[config.mk]
export PLATFORM = sky130hd
export DESIGN_NAME = tccs_ctrl
export DESIGN_NICKNAME = d
export VERILOG_FILES = /design/src/hw/rtl/tccs_pkg.sv /design/src/hw/rtl/tccs_ctrl.sv
export SDC_FILE = /design/constraint.sdc
export NUM_CORES = 1
export LEC_CHECK = 0
export BUFFER_PORTS_ARGS = -buffer_cell sky130_fd_sc_hd__buf_2
export CELL_PAD_IN_SITES_DETAIL_PLACEMENT = 1
export CELL_PAD_IN_SITES_GLOBAL_PLACEMENT = 1
export CORE_AREA = 10 10 47 49
export CTS_CLUSTER_DIAMETER = 30
export DETAILED_ROUTE_END_ITERATION = 6
export DIE_AREA = 0 0 57 59
export PLACE_DENSITY = 0.79
export SLEW_MARGIN = 20
export SYNTH_ARGS = -nofsm -noshare
export SYNTH_HDL_FRONTEND = slang
export SYNTH_SLANG_ARGS = --single-unit
[constraint.sdc]
create_clock -name clk_i -period 1.4 [get_ports clk_i]
set_input_delay 0.14 -clock clk_i [delete_from_list [all_inputs] [get_ports clk_i]]
set_output_delay 0.14 -clock clk_i [all_outputs]
set_load 0.005 [all_outputs]
[src/hw/rtl/tccs_pkg.sv]
package tccs_pkg;

  localparam int COLUMNS    = 80;
  localparam int ROWS       = 25;
  localparam int CELLS      = ROWS * COLUMNS;
  localparam int COPY_CELLS = CELLS - COLUMNS;

  localparam int COL_W  = 7;
  localparam int ROW_W  = 5;
  localparam int IDX_W  = 11;
  localparam int BYTE_W = 8;
  localparam int CELL_W = 16;

  localparam int CELL_AW = $clog2(CELLS);
  localparam int CNT_W   = $clog2(CELLS + 1);

  localparam logic [BYTE_W-1:0] NEWLINE_CODE      = 8'd10;
  localparam logic [BYTE_W-1:0] RETURN_CODE       = 8'd13;
  localparam logic [BYTE_W-1:0] DEFAULT_COLOR_RST = 8'd7;

  typedef enum logic [1:0] {
    REQ_PUT   = 2'd0,
    REQ_SET   = 2'd1,
    REQ_CLEAR = 2'd2,
    REQ_READ  = 2'd3
  } req_e;

  typedef struct packed {
    logic idle;
    logic put;
    logic set;
    logic home;
    logic rd_cell;
    logic wr_cell;
    logic sweep_start;
    logic sweep_run;
    logic rsp_load;
  } cmd_t;

  typedef struct packed {
    logic req_fire;
    req_e req_type;
    logic need_scroll;
    logic printable;
    logic sweep_done;
    logic rsp_free;
  } status_t;

endpackage

[src/hw/rtl/tccs_ctrl.sv]
module tccs_ctrl import tccs_pkg::*; (
  input  logic    clk_i,
  input  logic    rst_ni,
  input  status_t status_i,
  output cmd_t    cmd_o
);

  localparam logic [2:0] S_INIT   = 3'd0;
  localparam logic [2:0] S_IDLE   = 3'd1;
  localparam logic [2:0] S_EXEC   = 3'd2;
  localparam logic [2:0] S_SCROLL = 3'd3;
  localparam logic [2:0] S_WRITE  = 3'd4;
  localparam logic [2:0] S_CLEAR  = 3'd5;
  localparam logic [2:0] S_RESP   = 3'd6;

  logic [2:0] state_q, state_d;

  always_comb begin
    state_d = state_q;
    cmd_o   = '0;
    unique case (state_q)
      S_INIT: begin
        cmd_o.sweep_run = 1'b1;
        if (status_i.sweep_done) begin
          state_d = S_IDLE;
        end
      end
      S_IDLE: begin
        cmd_o.idle = 1'b1;
        if (status_i.req_fire) begin
          state_d = S_EXEC;
        end
      end
      S_EXEC: begin
        unique case (status_i.req_type)
          REQ_PUT: begin
            cmd_o.put = 1'b1;
            if (status_i.need_scroll) begin
              cmd_o.sweep_start = 1'b1;
              state_d = S_SCROLL;
            end else if (status_i.printable) begin
              state_d = S_WRITE;
            end else begin
              state_d = S_RESP;
            end
          end
          REQ_SET: begin
            cmd_o.set = 1'b1;
            state_d   = S_RESP;
          end
          REQ_CLEAR: begin
            cmd_o.home        = 1'b1;
            cmd_o.sweep_start = 1'b1;
            state_d           = S_CLEAR;
          end
          REQ_READ: begin
            cmd_o.rd_cell = 1'b1;
            state_d       = S_RESP;
          end
          default: state_d = S_RESP;
        endcase
      end
      S_SCROLL: begin
        cmd_o.sweep_run = 1'b1;
        if (status_i.sweep_done) begin
          state_d = status_i.printable ? S_WRITE : S_RESP;
        end
      end
      S_WRITE: begin
        cmd_o.wr_cell = 1'b1;
        state_d       = S_RESP;
      end
      S_CLEAR: begin
        cmd_o.sweep_run = 1'b1;
        if (status_i.sweep_done) begin
          state_d = S_RESP;
        end
      end
      S_RESP: begin
        if (status_i.rsp_free) begin
          cmd_o.rsp_load = 1'b1;
          state_d        = S_IDLE;
        end
      end
      default: state_d = S_IDLE;
    endcase
  end

  always_ff @(posedge clk_i or negedge rst_ni) begin
    if (!rst_ni) begin
      state_q <= S_INIT;
    end else begin
      state_q <= state_d;
    end
  end

endmodule

Word level (Yosys, flattened, before mapping)
Cells that the tools add are included.

Reductions and logical operators: 5. Eq/ne operators: 14. Muxes and demuxes: 22.

Operators with widths (number): case mux 3 bit (7 select lines) (1); two-way mux 3 bit (6); two-way mux 1 bit (11); != test 2 bit (second input constant) (5); equality test 3 bit (second input constant) (3); case mux 3 bit (3 select lines) (1); equality test 3 x 2 -> 1 bit (second input constant) (2); AND reduction 5 bit (1); equality test 2 bit (second input constant) (2); two-way mux 4 bit (1); equality test 3 x 1 -> 1 bit (second input constant) (1); zero test 3 bit (1); OR reduction 3 bit (1); equality test 2 x 1 -> 1 bit (second input constant) (1); zero test 2 bit (1); two-way mux 2 bit (1); case mux 1 bit (2 select lines) (1); OR reduction 2 bit (1).

Output and inout bits: 9. Word-level logic and storage cells: 42. Register bits after elaboration: 3. Input bits: 9.

Longest topological paths before layout
Word-level depth: 4. Mapped depth: 5. Gate-level depth less buffers: 4.

Worst setup path before layout
No wires, ideal clock.

Path kind: flip-flop to flip-flop. From: register state_q[0]. To: register state_q[0]. Required time: 1.263 ns. Path buffers: 1. Cell stages (with the launch flop): 6. Slack: 0.149 ns. Arrival: 1.115 ns. Path through: dfrtp_1 > buf_6 > nor2b_4 > o21a_1 > a211oi_2 > a22oi_2.

Cells in the longest elaborated chain, start to end: 3.

Ends and longest elaborated chain: start, declared (RTL line tccs_ctrl.sv:16) `logic [2:0] state_q, state_d;`; start signal, assigned (RTL line tccs_ctrl.sv:93) `state_q <= state_d;`; equality test 3 x 1 -> 1 bit (tied with other cells) (RTL line tccs_ctrl.sv:21) `unique case (state_q)`; != test 2 bit (no source line); AND reduction 5 bit (no source line).

Several ways; a longest one is shown, not always the timed one. A chain may end at the register's enable or synchronous reset.

==> Flow_metrics.wiki <==
{| class="wikitable"
! Metric !! Value
|-
| Crit path launch type || flip-flop
|-
| Layout Utilization || 42.3%
|-
| Clk slew on worst S/H paths || 40 ps
|-
| Number of cells in the design after placement || 78
|-
| Final hold violation count || 0
|-
| Grt met3 use || roughly 2.1%
|-
| Category of the critical setup timing path || flip-flop to output port
|-
| Critical path endpoint category || output port
|-
| Number of filler instances in the final layout || between 150 and 200
|-
| Biggest registers after layout || state_q: 3 flops
|-
| Buffer cell driving the clock tree root || clkbuf_4
|-
| Slowest cell on crit path || dfrtp_2
|-
| Buffer depth of the longest clock path || 2
|-
| Worst hold margin || 226 ps
|-
| Violations in the final reports || negative setup slack
|-
| Detailed Routing Iterations Pass 1 || 3
|-
| Post-synthesis cell type count || 31
|-
| Starting Density || ~26%
|-
| WP data required || 1260 ps
|-
| Kind of path behind the tightest hold check || input port to async pin
|-
| Setup Viol. Count Final || 8
|-
| Shortest clock period the worst path allows after layout || 1480 ps
|-
| Busiest layer in global routing || met2
|-
| Area post-placement || 475 µm²
|-
| Arr. time, crit path || 1340 ps
|-
| Total Nets Final || 83
|-
| Height of the die || 59 µm
|-
| Max reg flops || 3
|-
| GR Layer Usage met1 || 8.38%
|-
| Overall routed net length || 1260 µm
|-
| Total global routing overflow || 0
|-
| Area grow syn2layout || 62.9%
|-
| Detail Route Antenna Nets || 0
|-
| Number of top-level pins || 18
|-
| Maximum number of pins on one net before global-route repair || 14
|-
| GRT Util Overall || slightly above 8%
|-
| Fin worst setup slack || -84.3 ps
|-
| Via total after detailed routing || roughly 440
|-
| Most common cell in the netlist || o21ai_0
|-
| Standard cell core area || 0.00140 mm²
|-
| Synthesized instance count || 44
|-
| Most frequent cells after synthesis || o21ai_0, and3_1, dfrtp_1, inv_1, nor2_1
|-
| Reg-to-reg critical path endpoint || state_q[1]$_DFFE_PN0P_
|-
| Hpwl dp || between 900 and 1000 µm
|-
| Depth of the CTS H-tree || 1
|-
| Final weighted congestion in routability-driven placement || 0.803
|-
| GRT met2 Usage || 13.3%
|-
| Sequential area share after synthesis || 20.6%
|-
| Slew @ Worst Pin || 341 ps
|-
| Leakage dissipation || 0.306 nW
|-
| Number of buffers inserted during clock tree synthesis || 3
|-
| Maximum capacitance violations || 0
|-
| Maximum fanout along the worst path || 3
|-
| Fraction of layout instances using a drive strength above 1 || 60.3%
|-
| Count of clock tree sinks || 3
|-
| Maximum achievable frequency || between 600 and 700 MHz
|-
| Routed WL per cell || 14.2 µm
|-
| ANT cells || 0
|-
| Cell-by-cell listing of the critical path || nor3b_4 -> nand2b_4 -> or2_1 -> inv_1 -> buf_2
|-
| DRC marker count from the first detailed-route iteration || 3
|-
| Logic depth of the worst register-to-register path || 5
|-
| Number of enable flip-flop cells after synthesis || 0
|-
| Worst reg2reg path startpoint || state_q[0]$_DFFE_PN0P_
|-
| Port Buf Inserts || 17
|-
| Initial antenna violation count || 0
|-
| Most flops, register || state_q
|-
| Post-route clock skew || 2.98 ps
|-
| Largest area contributor in the netlist || dfrtp_1
|-
| Leading register cell type out of synthesis || dfrtp_1
|-
| Clock Latency Late Sink || 240 ps
|-
| Number of nets produced by synthesis || 53
|-
| Post-synthesis instance area || 364 µm²
|-
| Slowest cell delay on critical path || 420 ps
|-
| Sum of negative setup slack || -433 ps
|-
| Via density per instance || 4.91
|-
| Proportion of netlist area held by the largest area contributor || 20.6%
|-
| Post-route insts no fill || 89
|-
| Ranking of synthesized cells by area || dfrtp_1, o21ai_0, and3_1, nor3b_4, nor2b_4
|-
| Total Die Area || roughly 0.0034 mm²
|-
| Run status || finished, violations left
|-
| Per-instance average area after synthesis || 8.27 µm²
|-
| Row count || 14
|-
| Post-detailed-route DRC marker count || 0
|-
| Max-slew violations || 0
|-
| Reg-to-reg setup timing slack || about 10 ps
|-
| Setup repair after global routing missed its margin || true
|-
| Count of warnings emitted by yosys || 0
|-
| Global-route wire length before repair || 2190 µm
|-
| Final period utilization || 106%
|-
| Clock tree from TritonCTS || yes
|-
| Number of global-route vias before repair || between 400 and 500
|-
| Slew headroom || about three quarters
|-
| Post-route cell area || between 500 and 600 µm²
|-
| Async S/R FF share, synth || 100%
|-
| Flops & latches, synth || 3
|-
| Max VDD drop || just under 0.9 mV
|-
| Power per cell area || between 2000 and 2500 mW/mm²
|-
| Die W || 57 µm
|}
cell usage in the layout (no fill, tap or decap), types with 2 or more instances in the layout:
master / n
o21ai_1: 3
dfrtp_1: 2
nand2_1: 2
buf_4: 10
nor2_1: 2
and3_1: 2
o21ai_0: 2
buf_2: 16
a22oi_2: 2
inv_1: 2
clkbuf_4: 3
cell type report:
class | instances | area [µm²] | area share, %
Clock buffer | 4 | 26.3 | 4.43
Inverter | 4 | 17.5 | 2.95
Multi-Input combinational cell | 34 | 277 | 46.6
Sequential cell | 3 | 76.3 | 12.9
Tap cell | 16 | 20.0 | 3.38
Timing Repair Buffer | 28 | 176 | 29.7
worst max path at each step:
stage | start | endpoint | slack, ps
finish | state_q[0]$_DFFE_PN0P_ | cmd_o[2] | -80
detailed placement | state_q[0]$_DFFE_PN0P_ | cmd_o[2] | 30
global placement | state_q[0]$_DFFE_PN0P_ | cmd_o[2] | 70
global route | state_q[0]$_DFFE_PN0P_ | cmd_o[2] | -160
CTS | state_q[0]$_DFFE_PN0P_ | cmd_o[2] | -110
floorplan | state_q[0]$_DFFE_PN0P_ | state_q[0]$_DFFE_PN0P_ | 150
worst max-delay path: cells and delay by family, from the launching register on:
kind / cells / cell delay (ps)
simple gates: 3 / 530
buf+inv: 2 / 150
flops: 1 / 420
where the power goes:
group | switching, mW | internal, mW
registers | 0.0449 | 0.138
clock network | 0.0501 | 0.107
logic | 0.441 | 0.484
per-layer routing:
layer	vias to the layer above	wire length, µm
li1	218	-
met1	198	492
met2	16	650
met4	0	48
met3	5	69
met5	-	0
logic make-up after synthesis:
family          synth area share [%]
simple gates                    32.6
compound gates                  30.9
buf+inv                         10.7
flops                           20.6
xor+xnor                        2.41
mux                             2.75
through the flow:
| stage | setup WS [ps] | total power, mW |
|---|---|---|
| floorplan | 149 | 0.720 |
| global placement | 65.0 | 0.906 |
| detailed placement | 27.6 | 0.921 |
| CTS | -110 | 1.22 |
| global route | -163 | 1.39 |
| finish | -84.3 | 1.26 |
repair_timing:
action	CTS	global route
buffers inserted	5	1
hold endpoints to repair	3	0
gates resized for setup	8	5
pin swaps	3	2
hold buffers	1	0
endpoints found under the setup margin	8	11
cloned	0	0
Power figures use the tool's default switching activity.
